## config.mk

```make
export PLATFORM = sky130hd
export DESIGN_NAME = modular_exponentiation
export DESIGN_NICKNAME = d
export VERILOG_FILES = /design/src/hw/rtl/mexp_pkg.sv /design/src/hw/rtl/modular_exponentiation.sv /design/src/hw/rtl/mexp_mulmod.sv /design/src/hw/rtl/mexp_seq.sv
export SDC_FILE = /design/constraint.sdc
export NUM_CORES = 1
export LEC_CHECK = 0
export BUFFER_PORTS_ARGS = -buffer_cell sky130_fd_sc_hd__buf_2
export CAP_MARGIN = 40
export CELL_PAD_IN_SITES_DETAIL_PLACEMENT = 0
export CELL_PAD_IN_SITES_GLOBAL_PLACEMENT = 2
export CORE_ASPECT_RATIO = 0.5
export CORE_MARGIN = 3
export CORE_UTILIZATION = 43
export DETAILED_ROUTE_END_ITERATION = 8
export PLACE_DENSITY = 0.95
export SYNTH_ARGS = -nofsm -noshare
export SYNTH_HDL_FRONTEND = slang
export SYNTH_SLANG_ARGS = --single-unit
```

## constraint.sdc

```tcl
create_clock -name clk -period 18.1 [get_ports clk]
set_input_delay 3.62 -clock clk [delete_from_list [all_inputs] [get_ports clk]]
set_output_delay 3.62 -clock clk [all_outputs]
set_load 0.02 [all_outputs]
```

## src/hw/rtl/mexp_pkg.sv

```systemverilog
// Shared constants, types and sequencer states for the modular exponentiation block.
package mexp_pkg;

    localparam int BASE_W           = 32;
    localparam int EXP_W            = 31;
    localparam int MOD_W            = 31;
    localparam int RES_W            = 31;
    localparam int MOD_BITS_DEFAULT = 31;
    localparam int CNT_W            = 6;

    typedef enum logic [2:0] {
        S_IDLE,
        S_REDUCE,
        S_NEXT,
        S_MUL,
        S_SQR,
        S_DONE
    } seq_state_t;

    typedef struct packed {
        logic             start;
        logic [CNT_W-1:0] nbits;
    } mm_cmd_t;

endpackage

```

## src/hw/rtl/modular_exponentiation.sv

```systemverilog
// Top level of the modular exponentiation block with its output register.
// Operation: the base is first reduced modulo the modulus; then, for each exponent bit from the
// least significant, a dispatch step, a multiply when the bit is set and a square, which is
// skipped after the multiply for the most significant set bit. MW is the modulus width (31 by default).
// Items are handled one at a time: a new input is accepted only while the sequencer is idle.
// Reset: rst_n clears the sequencer state and the output valid flag asynchronously.
module modular_exponentiation #(
    parameter int MOD_BITS = mexp_pkg::MOD_BITS_DEFAULT
) (
    input  logic                         clk,
    input  logic                         rst_n,
    input  logic                         in_valid,
    output logic                         in_stall,
    input  logic [mexp_pkg::BASE_W-1:0]  base,
    input  logic [mexp_pkg::EXP_W-1:0]   exponent,
    input  logic [mexp_pkg::MOD_W-1:0]   modulus,
    output logic                         out_valid,
    input  logic                         out_stall,
    output logic [mexp_pkg::RES_W-1:0]   power_residue
);
    import mexp_pkg::*;

    // The sequencer holds a finished result until the output register is free, so a new
    // input transfer can start as soon as the result has moved here, even while the
    // downstream side is still stalling the previous one.
    logic             res_valid;
    logic             res_take;
    logic [RES_W-1:0] res;

    logic             out_valid_reg;
    logic [RES_W-1:0] power_residue_reg;

    mexp_seq #(
        .MOD_BITS(MOD_BITS)
    ) u_seq (
        .clk       (clk),
        .rst_n     (rst_n),
        .in_valid  (in_valid),
        .in_stall  (in_stall),
        .base      (base),
        .exponent  (exponent),
        .modulus   (modulus),
        .res_valid (res_valid),
        .res_take  (res_take),
        .res       (res)
    );

    // The output register can load when it is empty or its content leaves in this cycle.
    assign res_take = !out_valid_reg || !out_stall;

    always_ff @(posedge clk or negedge rst_n)
    begin
        if (!rst_n)
        begin
            out_valid_reg <= 1'b0;
        end
        else if (res_take)
        begin
            out_valid_reg <= res_valid;
        end
    end

    // The payload register changes only when the register is free, so a stalled result holds.
    always_ff @(posedge clk)
    begin
        if (res_take && res_valid)
        begin
            power_residue_reg <= res;
        end
    end

    assign out_valid     = out_valid_reg;
    assign power_residue = power_residue_reg;

endmodule

```

## src/hw/rtl/mexp_mulmod.sv

```systemverilog
// Bit-serial interleaved modular multiplier: r = (a * y) mod m, one multiplier bit per cycle.
module mexp_mulmod #(
    parameter int MOD_BITS = mexp_pkg::MOD_BITS_DEFAULT
) (
    input  logic                                          clk,
    input  logic                                          rst_n,
    input  mexp_pkg::mm_cmd_t                             cmd,
    input  logic [((MOD_BITS < mexp_pkg::MOD_W) ? MOD_BITS : mexp_pkg::MOD_W)-1:0] a,
    input  logic [mexp_pkg::BASE_W-1:0]                   y,
    input  logic [((MOD_BITS < mexp_pkg::MOD_W) ? MOD_BITS : mexp_pkg::MOD_W)-1:0] m,
    output logic                                          done,
    output logic [((MOD_BITS < mexp_pkg::MOD_W) ? MOD_BITS : mexp_pkg::MOD_W)-1:0] r
);
    import mexp_pkg::*;

    localparam int MW = (MOD_BITS < MOD_W) ? MOD_BITS : MOD_W;

    logic             busy_reg;
    logic             done_reg;
    logic [CNT_W-1:0] cnt_reg;
    logic [MW-1:0]    a_reg;
    logic [BASE_W-1:0] y_reg;
    logic [MW-1:0]    r_reg;
    logic [MW-1:0]    r_next;

    logic [MW:0] dbl;
    logic [MW:0] red;
    logic [MW:0] sum;
    logic [MW:0] m_ext;

    // One step: double the partial result, reduce, add the multiplicand if the bit is set,
    // reduce again. Each reduction needs at most one subtraction because both terms stay below m.
    always_comb
    begin
        m_ext  = {1'b0, m};
        dbl    = {r_reg, 1'b0};
        red    = (dbl >= m_ext) ? (dbl - m_ext) : dbl;
        sum    = red + (y_reg[BASE_W-1] ? {1'b0, a_reg} : {(MW+1){1'b0}});
        r_next = (sum >= m_ext) ? MW'(sum - m_ext) : MW'(sum);
    end

    always_ff @(posedge clk or negedge rst_n)
    begin
        if (!rst_n)
        begin
            busy_reg <= 1'b0;
            done_reg <= 1'b0;
            cnt_reg  <= '0;
        end
        else
        begin
            done_reg <= busy_reg && (cnt_reg == CNT_W'(1));
            if (cmd.start)
            begin
                busy_reg <= 1'b1;
                cnt_reg  <= cmd.nbits;
            end
            else if (busy_reg)
            begin
                cnt_reg <= cnt_reg - CNT_W'(1);
                if (cnt_reg == CNT_W'(1))
                begin
                    busy_reg <= 1'b0;
                end
            end
        end
    end

    always_ff @(posedge clk)
    begin
        if (cmd.start)
        begin
            a_reg <= a;
            y_reg <= y;
            r_reg <= '0;
        end
        else if (busy_reg)
        begin
            r_reg <= r_next;
            y_reg <= {y_reg[BASE_W-2:0], 1'b0};
        end
    end

    assign done = done_reg;
    assign r    = r_reg;

endmodule

```

## src/hw/rtl/mexp_seq.sv

```systemverilog
// Square-and-multiply sequencer that drives the shared modular multiplier.
module mexp_seq #(
    parameter int MOD_BITS = mexp_pkg::MOD_BITS_DEFAULT
) (
    input  logic                         clk,
    input  logic                         rst_n,
    input  logic                         in_valid,
    output logic                         in_stall,
    input  logic [mexp_pkg::BASE_W-1:0]  base,
    input  logic [mexp_pkg::EXP_W-1:0]   exponent,
    input  logic [mexp_pkg::MOD_W-1:0]   modulus,
    output logic                         res_valid,
    input  logic                         res_take,
    output logic [mexp_pkg::RES_W-1:0]   res
);
    import mexp_pkg::*;

    localparam int MW = (MOD_BITS < MOD_W) ? MOD_BITS : MOD_W;

    seq_state_t state_reg;
    seq_state_t state_next;

    logic [MW-1:0]    m_reg;
    logic [MW-1:0]    b_reg;
    logic [MW-1:0]    acc_reg;
    logic [EXP_W-1:0] e_reg;

    logic [MW-1:0]     m_in;
    logic              in_accept;
    logic              e_last;
    mm_cmd_t           cmd;
    logic [MW-1:0]     mm_a;
    logic [BASE_W-1:0] mm_y;
    logic              mm_done;
    logic [MW-1:0]     mm_r;

    assign m_in      = modulus[MW-1:0];
    assign in_accept = in_valid && !in_stall;
    assign e_last    = (e_reg[EXP_W-1:1] == '0);

    mexp_mulmod #(
        .MOD_BITS(MOD_BITS)
    ) u_mulmod (
        .clk   (clk),
        .rst_n (rst_n),
        .cmd   (cmd),
        .a     (mm_a),
        .y     (mm_y),
        .m     (m_reg),
        .done  (mm_done),
        .r     (mm_r)
    );

    always_comb
    begin
        state_next = state_reg;
        case (state_reg)
            S_IDLE:
            begin
                if (in_accept)
                begin
                    state_next = (m_in == '0) ? S_DONE : S_REDUCE;
                end
            end
            S_REDUCE:
            begin
                if (mm_done)
                begin
                    state_next = S_NEXT;
                end
            end
            S_NEXT:
            begin
                if (e_reg == '0)
                begin
                    state_next = S_DONE;
                end
                else if (e_reg[0])
                begin
                    state_next = S_MUL;
                end
                else
                begin
                    state_next = S_SQR;
                end
            end
            S_MUL:
            begin
                if (mm_done)
                begin
                    state_next = e_last ? S_DONE : S_SQR;
                end
            end
            S_SQR:
            begin
                if (mm_done)
                begin
                    state_next = S_NEXT;
                end
            end
            S_DONE:
            begin
                if (res_take)
                begin
                    state_next = S_IDLE;
                end
            end
            default:
            begin
                state_next = S_IDLE;
            end
        endcase
    end

    // The reduction of the base runs through the multiplier as 1 * base, scanning all base bits.
    always_comb
    begin
        in_stall   = (state_reg != S_IDLE);
        res_valid  = (state_reg == S_DONE);
        cmd.start  = 1'b0;
        cmd.nbits  = CNT_W'(MW);
        mm_a       = b_reg;
        mm_y       = {b_reg, {(BASE_W-MW){1'b0}}};
        case (state_reg)
            S_IDLE:
            begin
                if (in_valid && (m_in != '0))
                begin
                    cmd.start = 1'b1;
                    cmd.nbits = CNT_W'(BASE_W);
                    mm_a      = MW'(1);
                    mm_y      = base;
                end
            end
            S_NEXT:
            begin
                if (e_reg != '0)
                begin
                    cmd.start = 1'b1;
                    if (e_reg[0])
                    begin
                        mm_a = acc_reg;
                    end
                end
            end
            S_MUL:
            begin
                if (mm_done && !e_last)
                begin
                    cmd.start = 1'b1;
                end
            end
            default:
            begin
            end
        endcase
    end

    always_ff @(posedge clk or negedge rst_n)
    begin
        if (!rst_n)
        begin
            state_reg <= S_IDLE;
        end
        else
        begin
            state_reg <= state_next;
        end
    end

    always_ff @(posedge clk)
    begin
        case (state_reg)
            S_IDLE:
            begin
                if (in_accept)
                begin
                    m_reg   <= m_in;
                    e_reg   <= exponent;
                    acc_reg <= (m_in == '0) ? MW'(0) : MW'(1);
                end
            end
            S_REDUCE:
            begin
                if (mm_done)
                begin
                    b_reg <= mm_r;
                end
            end
            S_MUL:
            begin
                if (mm_done)
                begin
                    acc_reg <= mm_r;
                end
            end
            S_SQR:
            begin
                if (mm_done)
                begin
                    b_reg <= mm_r;
                    e_reg <= {1'b0, e_reg[EXP_W-1:1]};
                end
            end
            default:
            begin
            end
        endcase
    end

    assign res = RES_W'(acc_reg);

endmodule
```

==> results of run 1 <==
[cell type report]
class / count / share of cell area [%]
inverters: 62 / 1.32
well taps: 475 / 3.38
repair buffers: 152 / 5.07
clock inverters: 14 / 1.00
multi-input cells: 1120 / 42.8
clock buffers: 34 / 3.99
flip-flops and latches: 261 / 42.4
[worst paths after layout]
kind                                     start                        end  slack (ns)  cells past startpoint
worst max-delay path            u_seq.m_reg[0]       u_seq.u_mulmod.r[11]        9.89                     30
worst min-delay path             u_seq.res[25]          power_residue[25]        0.45                      0
worst max register to register  u_seq.m_reg[0]       u_seq.u_mulmod.r[11]        9.89                     30
worst min register to register   u_seq.res[25]          power_residue[25]        0.45                      0
max in group asynchronous                rst_n    u_seq.u_mulmod.busy_reg       14.90                      1
min in group asynchronous                rst_n  u_seq.u_mulmod.cnt_reg[4]        2.95                      1
[critical path: cells and delay by family (launching register included)]
| family | cells | cell delay [ns] |
|---|---|---|
| buffers and inverters | 3 | 1.13 |
| DFF | 1 | 0.42 |
| and+or+nand+nor | 3 | 0.65 |
| AOI/OAI and AO/OA | 17 | 3.32 |
| adders and majority gates | 3 | 1.14 |
| xor gates and xnor gates | 1 | 0.25 |
| muxes | 3 | 1.11 |
[layer usage]
layer,GRT usage (%),part of all wire [%],vias up
met5,0,0,-
met4,4.35,1.8,0
met3,2.55,5.1,54
met2,36.1,47,334
met1,30.4,46,5767
li1,-,-,5810
[cells by family after synthesis]
kind of cell	count (synthesis)	synth area share [%]
muxes	62	4.35
and+or+nand+nor	455	13.9
AOI/OAI and AO/OA	415	17.0
adders and majority gates	98	8.09
buffers and inverters	123	3.15
DFF	261	48.4
xor gates and xnor gates	90	5.11
[per-stage QoR]
step	hold WS [ns]	area (sq um)	instances	worst slack, ns
floorplan	0.426	15400	1504	11.76
global placement	0.433	16600	2065	9.95
detailed placement	0.433	16700	2070	9.97
CTS	0.452	17600	2118	9.92
global route	0.462	17600	2118	9.22
finish	0.454	17600	2118	9.89
[cell usage after synthesis, types with 33 or more instances]
cell type,count
edfxtp_1,218
nand2_1,209
o21ai_0,121
a21oi_1,106
ha_1,95
inv_1,62
nor2_1,58
xnor2_1,53
clkbuf_1,49
and2_1,40
and3_1,40
xor2_1,37
a21o_1,34
a22oi_1,33
==> impl_metrics.csv, run 1 <==
group,metric,value,unit
run_status,status,"completed",
cells_and_area,syn2layout_area_growth,14.0,%
sta,setup_viol,0,
die,io_pins,131,
clocking,clkLatencyLatePin,0.55,ns
cells_and_area,largest_reg_flops,32,
clocking,cts_max_path_buffers,3,
cells_and_area,ff_latch_area,0.00747,sq mm
logic_synthesis,synth_enable_flop_cells,218,
setup_path,critPathMaxStageDelay,0.52,ns
logic_synthesis,synth_area,0.0154,sq mm
grt,grt_pass1_wl,65.6,mm
logic_synthesis,synthFlopType,"edfxtp_1",
clocking,post-cts-setup-buffers,0,
clocking,post_cts_resized,0,
logic_synthesis,synth_cells,1504,
cells_and_area,drive_gt1_share,14.9,%
die,initial_utilization,44.2,%
sta,final-hold-violation-count,0,
cells_and_area,final_common_cell,"edfxtp_1",
routing,drt-total-wl,41.8,mm
logic_synthesis,synth_warnings,0,
placed_design,io_buffers,130,
clocking,clkTransAtPathRegs,0.07,ns
grt,grtUsageTotal,21.6,%
logic_synthesis,synth_nets,1700,
logic_synthesis,synth_top_area_share,42.4,%
setup_path,cp_slowest_cell,"buf_4",
placed_design,hpwl,31.6,mm
sta,max_freq,122,MHz
cells_and_area,layout.nets,1819,
die,row_count,48,
cells_and_area,multi_input_area,0.00753,sq mm
grt,grt_pass1_vias,11745,
logic_synthesis,ys_async_sr_fraction,4.60,%
logic_synthesis,yosys-top-cells-area,"edfxtp_1, ha_1, nand2_1",
logic_synthesis,yosys.area.top_type,"edfxtp_1",
clocking,cts_root_buf,"clkbuf_16",
clocking,h-tree-depth,1,
setup_path,crit_path_end_kind,"flip-flop",
routing,num_vias,11965,
run,maxCapViolCount,0,
setup_path,critPathMostFrequentCell,"a21oi_1",
setup_path,crit_arrival,8.59,ns
routing,firstDrtPassIters,5,
routing,postRouteAntennaNets,0,
sta,layout_min_cycle_time,8.21,ns
cells_and_area,utilization,50.4,%
sta,fin_crit_sh,45.4,%
setup_path,cp.required,18.48,ns
die,dieWidth,274,um
logic_synthesis,ys_ff_latch,261,
cells_and_area,num-fill-cells,3148,
cells_and_area,num_antenna_cells,0,
logic_synthesis,avgSynthCellArea,10.3,sq um
routing,drcViolationCount,0,
sta,worst_pin_slew,0.780,ns
die,dieArea,0.0383,sq mm
sta,slew_headroom,47.5,%
clocking,cts_made_buffers,26,
logic_synthesis,synth.distinct_cells,74,
die,dieHeight,140,um
grt,grt.overflow.total,0,
die,core-area,0.0349,sq mm
grt,antenna_found_initial,0,
clocking,cts.sinks,261,
setup_path,cp_max_fo,63,
sta,fin_tns_setup,0,ns
sta,clock_skew,0.0213,ns
routing,drtIter0Drc,933,
hold_path,hold_class,"flip-flop to flip-flop",
placed_design,place_congestion,0.916,
routing,wire_per_inst,19.7,um
logic_synthesis,yosysSeqAreaShare,48.4,%
clocking,hold_buffers,0,
routing,avgViaCountPerCell,5.65,
grt,grt_max_degree,67,
cells_and_area,mostFrequentLayoutCells,"edfxtp_1, nand2_1, buf_2",
setup_path,startpoint_type,"flip-flop",
clocking,cts_tree,"built",
setup_path,criticalPathCategory,"flip-flop to flip-flop",
sta,drv_slew,0,
sta,rsz0062_at_grt,"no",
Power of run 1 is left out: the tool's default activity adds up to more than one toggle a clock period on the data nets, which glitch-free logic cannot reach.
==> run 2: changes to the inputs <==
ABC_AREA = 1   (was default)
CORE_UTILIZATION = 36   (was 43)
PLACE_DENSITY = 0.91   (was 0.95)
clock period = 8.2 ns   (was 18.1 ns; I/O delays follow)
==> run 2 against run 1 <==
Compared with the run above:
- count of clock-buffer cells in the layout fell by 4
- synthesized cell count rose by 42%
- synthesized area rose by 8.4%
- non-clock buffer count fell by 5
- highest routed layer unchanged
==> impl_metrics.csv, run 2 <==
group,metric,value,unit
routing,drtIter0Drc,1489,
logic_synthesis,synth_cells,2130,
setup_path,cp_max_fo,44,
logic_synthesis,avgSynthCellArea,7.86,sq um
sta,whs,0.451,ns
clocking,cts_made_buffers,27,
routing,num_vias,14490,
sta,rsz0062_at_grt,"no",
logic_synthesis,synth.distinct_cells,46,
setup_path,reg2regPathDepth,36,
clocking,cts_tree,"built",
cells_and_area,mostFrequentLayoutCells,"nand2_1, inv_1, edfxtp_1",
die,io_pins,131,
cells_and_area,postLayoutCellArea,0.0191,sq mm
cells_and_area,ff_latch_area,0.00747,sq mm
logic_synthesis,yosysMostFrequentCell,"nand2_1",
run,maxCapViolCount,0,
clocking,post-cts-setup-buffers,0,
cells_and_area,syn2layout_area_growth,13.9,%
setup_path,cp.required,8.72,ns
grt,grt_pass1_wl,81.3,mm
setup_path,rrSetupSlack,1.27,ns
setup_path,criticalPathCategory,"flip-flop to flip-flop",
setup_path,crit_arrival,7.46,ns
die,core-area,0.0456,sq mm
placed_design,io_buffers,130,
clocking,post_cts_resized,0,
logic_synthesis,synth_compound_area_share,10.8,%
cells_and_area,drive_gt1_share,9.27,%
cells_and_area,num_antenna_cells,0,
setup_path,critPathMostFrequentCell,"nand2_1",
hold_path,hold_depth,0,
logic_synthesis,synth_warnings,0,
routing,postRouteAntennaNets,0,
setup_path,crit_path_end_kind,"flip-flop",
clocking,cts.sinks,261,
logic_synthesis,synth_area,0.0167,sq mm
sta,clock_skew,0.0243,ns
sta,setup_viol,0,
logic_synthesis,yosysSeqAreaShare,44.6,%
sta,worst_pin_slew,0.870,ns
die,initial_utilization,36.7,%
grt,grt_pass1_vias,13851,
die,dieArea,0.0493,sq mm
clocking,h-tree-depth,1,
logic_synthesis,ys_ff_latch,261,
setup_path,reg2reg_from,"u_seq.u_mulmod.r[0]",
logic_synthesis,synth_top_area_share,39.1,%
logic_synthesis,synth_common_cells,"nand2_1, inv_1, edfxtp_1, nor2_1, o21ai_0",
logic_synthesis,synthFlopType,"edfxtp_1",
grt,grt.overflow.total,0,
routing,drcViolationCount,0,
grt,antenna_found_initial,0,
sta,drv_slew,0,
die,dieHeight,158,um
cells_and_area,layout.nets,2452,
clocking,cts_root_buf,"clkbuf_16",
sta,layout_setup_ws,1.27,ns
placed_design,hpwl,42.6,mm
die,dieWidth,311,um
routing,drt-total-wl,53.9,mm
routing,firstDrtPassIters,6,
cells_and_area,num-fill-cells,4720,
sta,fin_crit_sh,84.5,%
grt,grt_max_degree,46,
routing,wire_per_inst,18.6,um
die,row_count,55,
clocking,clkTransAtPathRegs,0.07,ns
logic_synthesis,yosys.area_share.simple,24.4,%
hold_path,hold_end,"power_residue[10]",
sta,final-hold-violation-count,0,
placed_design,dp_slack,1.27,ns
run_status,status,"completed",
cells_and_area,multi_input_area,0.00777,sq mm
sta,fin_tns_setup,0,ns
hold_path,hold_start,"u_seq.res[10]",
routing,avgViaCountPerCell,4.99,
logic_synthesis,synth_xor_xnor_area_share,3.61,%
cells_and_area,largest_reg_flops,32,
logic_synthesis,yosys.area_share.adder,7.46,%
setup_path,cp_slowest_cell,"dfxtp_1",
logic_synthesis,muxShareOfSynthArea,0.0598,%
grt,grtUsageTotal,21.4,%
logic_synthesis,ys_async_sr_fraction,4.60,%
cells_and_area,final_common_cell,"nand2_1",
logic_synthesis,synth_enable_flop_cells,218,
logic_synthesis,synth_top_family_by_area,"simple AND/OR/NAND/NOR gates",
placed_design,place_congestion,0.930,
placed_design,post_dp_cell_area,0.0181,sq mm
sta,layout_min_cycle_time,6.93,ns
logic_synthesis,synth_nets,2326,
hold_path,hold_class,"flip-flop to flip-flop",
sta,max_freq,144,MHz
logic_synthesis,yosys.area.top_type,"edfxtp_1",
clocking,clkLatencyLatePin,0.58,ns
logic_synthesis,yosys-top-cells-area,"edfxtp_1, nand2_1, inv_1",
setup_path,startpoint_type,"flip-flop",
clocking,hold_buffers,0,
clocking,cts_max_path_buffers,3,
sta,slew_headroom,41.9,%
setup_path,critPathMaxStageDelay,0.61,ns
setup_path,r2r-end,"u_seq.u_mulmod.r[7]",
## run 2: cell types whose count changed in the layout (fill, tap and decap cells not counted), moves of 27 or more
cell	previous run	this run
and3_1	40	6
and2_1	40	0
mux2_2	31	0
mux2i_1	30	1
nand2_1	209	595
nor2_1	54	180
inv_1	62	342
nand4_1	16	52
a21o_1	34	7
xnor2_1	53	26
nand3_1	20	88
## run 2: metal layers
| metal | track usage [%] | share of wire, % |
|---|---|---|
| met4 | 4.14 | 1.9 |
| met2 | 32.2 | 42 |
| met5 | 0 | 0 |
| met1 | 32.9 | 50 |
| met3 | 2.67 | 6.2 |
## run 2: worst max-delay path: cells and delay by family, from the launching register on
kind | cells | cell delay [ns]
simple gates | 25 | 4.16
buf+inv | 5 | 0.71
compound gates | 2 | 0.31
fa+ha+maj | 4 | 1.08
flops | 1 | 0.61
## run 2: worst max path at each step
stage,end,slack (ns),startpoint,cells past startpoint
after floorplan,u_seq.u_mulmod.y_reg[0],2.95,in_valid,8
after CTS,u_seq.u_mulmod.r[24],1.24,u_seq.m_reg[0],37
after global routing,u_seq.u_mulmod.r[11],0.40,u_seq.m_reg[0],37
final,u_seq.u_mulmod.r[7],1.27,u_seq.u_mulmod.r[0],36
after global placement,u_seq.u_mulmod.r[16],1.30,u_seq.m_reg[0],38
after detailed placement,u_seq.u_mulmod.r[24],1.27,u_seq.m_reg[0],37
## run 2: logic make-up after synthesis
kind of cell | Yosys count
AND/OR/NAND/NOR | 979
buffers and inverters | 396
AO/OA/AOI/OAI | 326
flip-flops | 261
adder cells (fa/ha/maj) | 98
XOR/XNOR | 69
multiplexers | 1
## run 2: cell type report
| type | instances | share of cell area (%) |
|---|---|---|
| clock buffer | 30 | 3.60 |
| clock inverter | 20 | 1.31 |
| inverter | 346 | 6.81 |
| multi-input combinational | 1473 | 40.8 |
| sequential | 261 | 39.2 |
| tap | 627 | 4.12 |
| timing repair buffer | 147 | 4.19 |
## run 2: stage by stage
step	util, %	instances
global placement	39.7	2852
detailed placement	39.8	2854
floorplan	-	2130
global route	41.8	2904
CTS	41.8	2904
finish	41.8	2904
Power of run 2 is left out for the same reason.
